--- src/sv/mpts_pkg.sv ---
// ---------------------------------------------------------------------------
// Minimap pixel tone and sharpen package
// Shared constants, codes, and controller/datapath interface types.
// ---------------------------------------------------------------------------
package mpts_pkg;

    localparam int MAX_WIDTH  = 512;
    localparam int ADDR_W     = $clog2(MAX_WIDTH);
    localparam int WIDTH_W    = 10;
    localparam int VAL_W      = 20;
    localparam int DIV_STEPS  = 19;
    localparam int DIV_CNT_W  = 5;

    // Configuration register indexes.
    localparam logic [2:0] CFG_LINE_WIDTH  = 3'd0;
    localparam logic [2:0] CFG_BOOST_GAIN  = 3'd1;
    localparam logic [2:0] CFG_CONTRAST    = 3'd2;
    localparam logic [2:0] CFG_BRIGHTNESS  = 3'd3;
    localparam logic [2:0] CFG_SHARPEN_EN  = 3'd4;
    localparam logic [2:0] CFG_SHARPEN_AMT = 3'd5;

    typedef enum logic [4:0] {
        ST_IDLE,
        ST_MUL_VB,
        ST_MUL_DEN,
        ST_DEN,
        ST_CHK,
        ST_DIV,
        ST_CON,
        ST_ADD,
        ST_EMIT1,
        ST_EMIT2,
        ST_FSUM,
        ST_FMUL1,
        ST_FMUL2,
        ST_FOUT,
        ST_PFIN,
        ST_FLCHK,
        ST_FLR0,
        ST_FLR1,
        ST_FLR2,
        ST_FLR3,
        ST_FLFIN
    } state_t;

    typedef enum logic [2:0] {
        MUL_VB,
        MUL_DEN,
        MUL_CON,
        MUL_CEN,
        MUL_NB
    } mul_sel_t;

    typedef enum logic [1:0] {
        RD_PIX,
        RD_FM1,
        RD_F0,
        RD_FP1
    } rd_sel_t;

    // Commands from the controller to the datapath.
    typedef struct packed {
        logic     accept;
        logic     mul_en;
        mul_sel_t mul_sel;
        logic     num_ld;
        logic     den_ld;
        logic     div_init;
        logic     div_step;
        logic     tone_ld;
        logic     wk_first;
        logic     wk_second;
        logic     rd_en;
        rd_sel_t  rd_sel;
        logic     cap_en;
        logic [1:0] cap_col;
        logic     wk_flush;
        logic     sum_ld;
        logic     p1_ld;
        logic     out_ld;
        logic     pos_pixel;
        logic     pos_flush;
    } cmd_t;

    // Status from the datapath to the controller.
    typedef struct packed {
        logic op_flush;
        logic flush_ignore;
        logic div_skip;
        logic div_done;
        logic emit_first;
        logic emit_second;
        logic out_free;
    } stat_t;

endpackage

--- src/sv/mpts_ctrl.sv ---
// ---------------------------------------------------------------------------
// Minimap pixel tone and sharpen controller
// Sequences tone mapping, divider steps, store accesses and filter results.
// ---------------------------------------------------------------------------
module mpts_ctrl import mpts_pkg::*; (
    input  logic  aclk,
    input  logic  aresetn,
    input  logic  s_valid,
    output logic  s_ready,
    input  stat_t stat,
    output cmd_t  cmd
);

    state_t state_reg, state_next;
    logic   phase_reg, phase_next;

    // State and result phase registers.
    always_ff @(posedge aclk) begin
        if (!aresetn) begin
            state_reg <= ST_IDLE;
            phase_reg <= 1'b0;
        end else begin
            state_reg <= state_next;
            phase_reg <= phase_next;
        end
    end

    // Next state.
    always_comb begin
        state_next = state_reg;
        phase_next = phase_reg;
        unique case (state_reg)
            ST_IDLE: begin
                if (s_valid) begin
                    state_next = ST_FLCHK;
                end
            end
            ST_FLCHK: begin
                if (!stat.op_flush) begin
                    state_next = ST_MUL_VB;
                end else if (stat.flush_ignore) begin
                    state_next = ST_IDLE;
                end else begin
                    state_next = ST_FLR0;
                end
            end
            ST_MUL_VB:  state_next = ST_MUL_DEN;
            ST_MUL_DEN: state_next = ST_DEN;
            ST_DEN:     state_next = ST_CHK;
            ST_CHK:     state_next = stat.div_skip ? ST_CON : ST_DIV;
            ST_DIV: begin
                if (stat.div_done) begin
                    state_next = ST_CON;
                end
            end
            ST_CON: state_next = ST_ADD;
            ST_ADD: state_next = ST_EMIT1;
            ST_EMIT1: begin
                if (stat.emit_first) begin
                    phase_next = 1'b0;
                    state_next = ST_FSUM;
                end else if (stat.emit_second) begin
                    phase_next = 1'b1;
                    state_next = ST_FSUM;
                end else begin
                    state_next = ST_PFIN;
                end
            end
            ST_EMIT2: begin
                phase_next = 1'b1;
                state_next = ST_FSUM;
            end
            ST_FSUM:  state_next = ST_FMUL1;
            ST_FMUL1: state_next = ST_FMUL2;
            ST_FMUL2: state_next = ST_FOUT;
            ST_FOUT: begin
                if (stat.out_free) begin
                    if (stat.op_flush) begin
                        state_next = ST_FLFIN;
                    end else if (!phase_reg && stat.emit_second) begin
                        state_next = ST_EMIT2;
                    end else begin
                        state_next = ST_PFIN;
                    end
                end
            end
            ST_PFIN:  state_next = ST_IDLE;
            ST_FLR0:  state_next = ST_FLR1;
            ST_FLR1:  state_next = ST_FLR2;
            ST_FLR2:  state_next = ST_FLR3;
            ST_FLR3:  state_next = ST_FSUM;
            ST_FLFIN: state_next = ST_IDLE;
            default:  state_next = ST_IDLE;
        endcase
    end

    // Outputs.
    always_comb begin
        cmd       = '0;
        cmd.mul_sel = MUL_VB;
        cmd.rd_sel  = RD_PIX;
        s_ready   = 1'b0;
        unique case (state_reg)
            ST_IDLE: begin
                s_ready    = 1'b1;
                cmd.accept = s_valid;
            end
            ST_MUL_VB: begin
                cmd.mul_en  = 1'b1;
                cmd.mul_sel = MUL_VB;
                cmd.rd_en   = 1'b1;
                cmd.rd_sel  = RD_PIX;
            end
            ST_MUL_DEN: begin
                cmd.num_ld  = 1'b1;
                cmd.mul_en  = 1'b1;
                cmd.mul_sel = MUL_DEN;
            end
            ST_DEN:  cmd.den_ld   = 1'b1;
            ST_CHK:  cmd.div_init = 1'b1;
            ST_DIV:  cmd.div_step = 1'b1;
            ST_CON: begin
                cmd.mul_en  = 1'b1;
                cmd.mul_sel = MUL_CON;
            end
            ST_ADD:  cmd.tone_ld = 1'b1;
            ST_EMIT1: begin
                cmd.wk_first  = stat.emit_first;
                cmd.wk_second = !stat.emit_first && stat.emit_second;
            end
            ST_EMIT2: cmd.wk_second = 1'b1;
            ST_FSUM:  cmd.sum_ld = 1'b1;
            ST_FMUL1: begin
                cmd.mul_en  = 1'b1;
                cmd.mul_sel = MUL_CEN;
            end
            ST_FMUL2: begin
                cmd.p1_ld   = 1'b1;
                cmd.mul_en  = 1'b1;
                cmd.mul_sel = MUL_NB;
            end
            ST_FOUT:  cmd.out_ld = stat.out_free;
            ST_PFIN:  cmd.pos_pixel = 1'b1;
            ST_FLR0: begin
                cmd.rd_en  = 1'b1;
                cmd.rd_sel = RD_FM1;
            end
            ST_FLR1: begin
                cmd.cap_en  = 1'b1;
                cmd.cap_col = 2'd0;
                cmd.rd_en   = 1'b1;
                cmd.rd_sel  = RD_F0;
            end
            ST_FLR2: begin
                cmd.cap_en  = 1'b1;
                cmd.cap_col = 2'd1;
                cmd.rd_en   = 1'b1;
                cmd.rd_sel  = RD_FP1;
            end
            ST_FLR3: begin
                cmd.cap_en   = 1'b1;
                cmd.cap_col  = 2'd2;
                cmd.wk_flush = 1'b1;
            end
            ST_FLFIN: cmd.pos_flush = 1'b1;
            ST_FLCHK: ;
            default: ;
        endcase
    end

endmodule

--- config.mk ---
export PLATFORM = sky130hd
export DESIGN_NAME = mpts_ctrl
export DESIGN_NICKNAME = d
export VERILOG_FILES = /design/src/sv/mpts_pkg.sv /design/src/sv/mpts_ctrl.sv
export SDC_FILE = /design/constraint.sdc
export NUM_CORES = 1
export LEC_CHECK = 0
export BUFFER_PORTS_ARGS = -buffer_cell sky130_fd_sc_hd__buf_2
export CAP_MARGIN = 15
export CORE_AREA = 2 2 46 48
export DETAILED_ROUTE_END_ITERATION = 6
export DIE_AREA = 0 0 48 50
export PLACE_DENSITY = 0.81
export SLEW_MARGIN = 20
export SYNTH_ARGS = -nofsm -noshare
export SYNTH_HDL_FRONTEND = slang
export SYNTH_SLANG_ARGS = --single-unit
--- constraint.sdc ---
create_clock -name aclk -period 2.37 [get_ports aclk]
set_clock_uncertainty 0.2 [all_clocks]
set_input_delay 0.3555 -clock aclk [delete_from_list [all_inputs] [get_ports aclk]]
set_output_delay 0.3555 -clock aclk [all_outputs]
set_load 0.005 [all_outputs]
Yosys cells after proc, flatten, opt, wreduce, memory -nomap -nowiden
Index checks and enable logic that the tools add are counted.
{"block": "classes", "reduce_logical": 9, "muxes": 32, "eq_ne": 24}
{"operator": "5-bit one-hot mux with 18 select lines", "n": 1}
{"operator": "5-bit by 4-bit == test with 1-bit output, second input constant", "n": 8}
{"operator": "5-bit 2-to-1 mux", "n": 6}
{"operator": "5-bit == test, second input constant", "n": 5}
{"operator": "5-bit by 3-bit == test with 1-bit output, second input constant", "n": 4}
{"operator": "4-bit one-hot mux with 5 select lines", "n": 1}
{"operator": "1-bit 2-to-1 mux", "n": 16}
{"operator": "3-bit one-hot mux with 4 select lines", "n": 1}
{"operator": "5-bit by 2-bit == test with 1-bit output, second input constant", "n": 2}
{"operator": "3-bit 2-to-1 mux", "n": 3}
{"operator": "3-bit one-hot mux with 3 select lines", "n": 1}
{"operator": "2-bit != test, second input constant", "n": 3}
{"operator": "5-bit by 1-bit == test with 1-bit output, second input constant", "n": 1}
{"operator": "5-bit logical NOT", "n": 1}
{"operator": "1-bit one-hot mux with 2 select lines", "n": 2}
{"operator": "3-bit != test, second input constant", "n": 1}
{"operator": "3-bit AND reduction", "n": 1}
{"operator": "1-bit logical AND", "n": 2}
{"operator": "1-bit logical NOT", "n": 2}
{"operator": "2-bit 2-to-1 mux", "n": 1}
{"operator": "2-bit AND reduction", "n": 1}
{"operator": "2-bit nonzero test", "n": 1}
{"operator": "2-bit OR reduction", "n": 1}
{"block": "word_totals", "wordCells": 67, "register_bits": 6}

Logic depth before layout (Yosys ltp)
{"block": "logic_depth", "word_depth": 6, "depth_mapped": 7}

Worst setup path before layout
No wires, ideal clock.
{"block": "synth_timing", "kind": "register to register", "from": "register state_reg[1]", "to": "register state_reg[0]", "arrival_time_ns": 1.584, "path_stages_with_launch": 8, "required_ns": 2.048, "path_slack_ns": 0.463, "period_less_slack_ns": 1.907, "path_cell_list": "dfxtp_1 > buf_6 > or3b_4 > or2_1 > buf_6 > o221a_4 > nand4_2 > o21ai_0"}
{"block": "synth_between", "elab_chain_cells": 3, "word_cells_on_any_way": 25}
{"item": "from (decl)", "line_no": "mpts_ctrl.sv:14", "text": "state_t state_reg, state_next;"}
{"item": "from (signal assigned)", "line_no": "mpts_ctrl.sv:23", "text": "state_reg <= state_next;"}
{"item": "5-bit == test, or another cell as far along", "line_no": "mpts_ctrl.sv:32", "text": "unique case (state_reg)"}
{"item": "2-bit OR reduction (no line) or 2-bit != test (tied branches)"}
{"item": "5-bit one-hot mux with 18 select lines or 3-bit AND reduction (tied branches)"}
Several ways; a longest one is shown, not always the timed one.
A chain may end at the register's enable or synchronous reset.

==> flow_summary_export.csv <==
group,metric,value,unit
status,outcome,"finished clean",
layout,nNetsFinal,165,
critical_path,cp.required,1.81,ns
drt,drtIter0Drc,25,
power_and_ir_drop,powerDensity,1040,nW/um2
run,drv_cap,0,
cts,cts_buffers,3,
drt,highest_layer,"met4",
logic_synthesis,synth_warnings,0,
drt,wl_met3,143,um
sta,finalHoldViolations,0,
power_and_ir_drop,finalPower,1020,uW
logic_synthesis,ys_async_sr_fraction,0,%
drt,dr.pass1.iters,4,
die,io_pins,35,
sta,tightest_slew,0.501,ns
hold_path,holdPathEnd,"phase_reg",
critical_path,rr_startpoint,"state_reg[4]",
global_route,antenna_found_initial,0,
logic_synthesis,yosysSeqAreaShare,15.4,%
logic_synthesis,synth-seq-cells,6,
sta,min_period_over_period,94.0,%
critical_path,ff2ff_path_depth,5,
drt,drt-met1-wl,906,um
critical_path,path_max_fanout,12,
logic_synthesis,synth_area_per_cell,6.35,um2
global_route,grtUsageTotal,20.8,%
die,start_util,41.1,%
cts,clk_path_buf_depth,2,
critical_path,rrSetupSlack,0.32,ns
logic_synthesis,synth_fp_nets,133,
power_and_ir_drop,ir_drop,0.420,mV
critical_path,crit_arrival,1.67,ns
drt,drt_drc_violations_left,0,
place,place.gp.congestion,0.920,
place,io_buffer_count,34,
sta,rsz0062_at_grt,"false",
cts,cts-root-buf,"clkbuf_4",
layout,largest_reg_flops,5,
layout,drive_gt1_share,32.0,%
global_route,grt_max_degree,18,
hold_path,hp-class,"in2reg",
logic_synthesis,ys_types,37,
cts,clkSlewWorstSetupHoldPaths,0.04,ns
critical_path,endpoint_kind,"output port",
sta,final-setup-viol-count,0,
global_route,overflow,0,
die,dieArea,2400,um2
drt,drt_wl_total,2.30,mm
logic_synthesis,synth_area,781,um2
die,die_w,48,um
sta,timing.slew.headroom,66.6,%
logic_synthesis,synth-main-ff-cell,"dfxtp_1",
critical_path,r2r-end,"state_reg[2]",
global_route,grt_pass1_vias,907,
global_route,grt_pass1_wl,3.71,mm
hold_path,hp-start,"aresetn",
layout,diodes,0,
die,core,1900,um2
power_and_ir_drop,leakage,0.000487,uW
cts,cts_hold_buf,0,
sta,finalSetupTns,0,ns
drt,num_vias,985,
die,die_y,50,um
layout,syn2layout_area_growth,25.6,%
die,rows,16,
logic_synthesis,syn_inst,123,
hold_path,holdPathStages,2,
drt,wire_per_inst,12.8,um
drt,met2WireLength,1.23,mm
critical_path,path_class,"reg2out",
sta,report.final.slew_viol_count,0,
sta,finalCriticalPeriod,2.23,ns
cts,cts_tree,"yes",
cts,cts.sinks,6,
logic_synthesis,synth_edf_count,0,
drt,viasPerCell,5.47,
cts,clk_latency,0.24,ns
place,dp_hpwl,1.83,mm
drt,postRouteAntennaNets,0,
cts,cts_htree_levels,1,
critical_path,crit_path_start_kind,"flop",
sta,fmax,0.449,GHz
## cell usage after synthesis, types with 2 or more instances
cell / n / area share [%]
nor4_1: 2 / 1.6
nand2_1: 13 / 6.3
o21ai_0: 10 / 6.4
nor2b_1: 4 / 3.2
nor3_1: 5 / 3.2
nand3_1: 2 / 1.3
nand2b_1: 5 / 4.0
nor2_1: 23 / 11
a211oi_1: 3 / 2.9
dfxtp_1: 6 / 15
buf_6: 2 / 2.9
a21oi_1: 10 / 6.4
and3_1: 4 / 3.2
inv_1: 4 / 1.9
clkbuf_1: 7 / 3.4
o22ai_1: 2 / 1.6
## how the worst max path moves through the flow
stage,startpoint,to,slack (ns),depth (start not counted)
2_1_floorplan,state_reg[1],state_reg[0],0.46,7
3_3_place_gp,state_reg[1],state_reg[0],0.35,5
3_5_place_dp,state_reg[1],state_reg[2],0.27,5
4_1_cts,state_reg[1],cmd[2],0.08,4
5_1_grt,state_reg[0],cmd[22],0.06,5
6_report,state_reg[4],cmd[2],0.14,4
## final cells by class
cell class | count | area (um2)
Fill cell | 196 | 921
Multi-Input combinational cell | 102 | 588
Timing Repair Buffer | 38 | 200
Sequential cell | 6 | 121
Tap cell | 27 | 33.8
Clock buffer | 3 | 22.5
Inverter | 4 | 15.0
## critical path, cell delays in order, from the launching register on
cell     delay (ns)
dfxtp_1        0.44
or3b_4         0.44
or2_1          0.33
nor2_1         0.11
buf_2          0.12
## metrics by stage
stage | util [%] | hold slack, ns | worst slack, ns | area [um2] | std cells
6_report | 51.6 | 0.210 | 0.142 | 981 | 180
4_1_cts | 51.4 | 0.201 | 0.0759 | 977 | 180
5_1_grt | 51.6 | 0.218 | 0.0594 | 981 | 180
3_5_place_dp | 50.2 | 0.361 | 0.267 | 955 | 177
3_3_place_gp | 50.2 | 0.355 | 0.355 | 955 | 177
2_1_floorplan | - | 0.264 | 0.463 | 781 | 123
## where the power goes
part / total (uW) / leakage (uW) / switching (uW) / internal [uW]
sequential: 231 / 0.0000497 / 93.9 / 138
clock: 88.3 / 0.0000138 / 31.4 / 56.9
combinational: 703 / 0.000423 / 381 / 322
total: 1020 / 0.000487 / 506 / 516
## cell families after synthesis
family	synth area share (%)
simple gates	44.9
buf+inv	9.62
xor+xnor	1.12
compound gates	26.3
flops	15.4
fa+ha+maj	1.28
mux	1.44
## metal layers
metal	vias to the layer above	track usage, %
met5	-	0
met2	48	34.0
met3	2	2.20
met1	443	24.8
met4	0	12.2
li1	492	-
## what timing repair did
| item | 4_1_cts | 5_1_grt |
|---|---|---|
| buffers inserted | 0 | 0 |
| endpoints found under the setup margin | 0 | 3 |
| gates resized for setup | 0 | 2 |
## placed cells by master, fill, tap and decap left out, types with 2 or more instances in the layout
cell      synthesis  routed
nand3_1           2       2
nor4_1            2       2
dfxtp_1           6       5
clkbuf_4          0       3
nand2b_1          5       5
buf_2             0      34
inv_1             4       4
a21oi_1          10      10
nor3_1            5       5
buf_4             1       4
nor2b_1           4       3
o21ai_0          10      10
o22ai_1           2       2
a211oi_1          3       3
nor2_1           23      23
nand2_1          13      13
and3_1            4       4
Power figures use the tool's default switching activity.
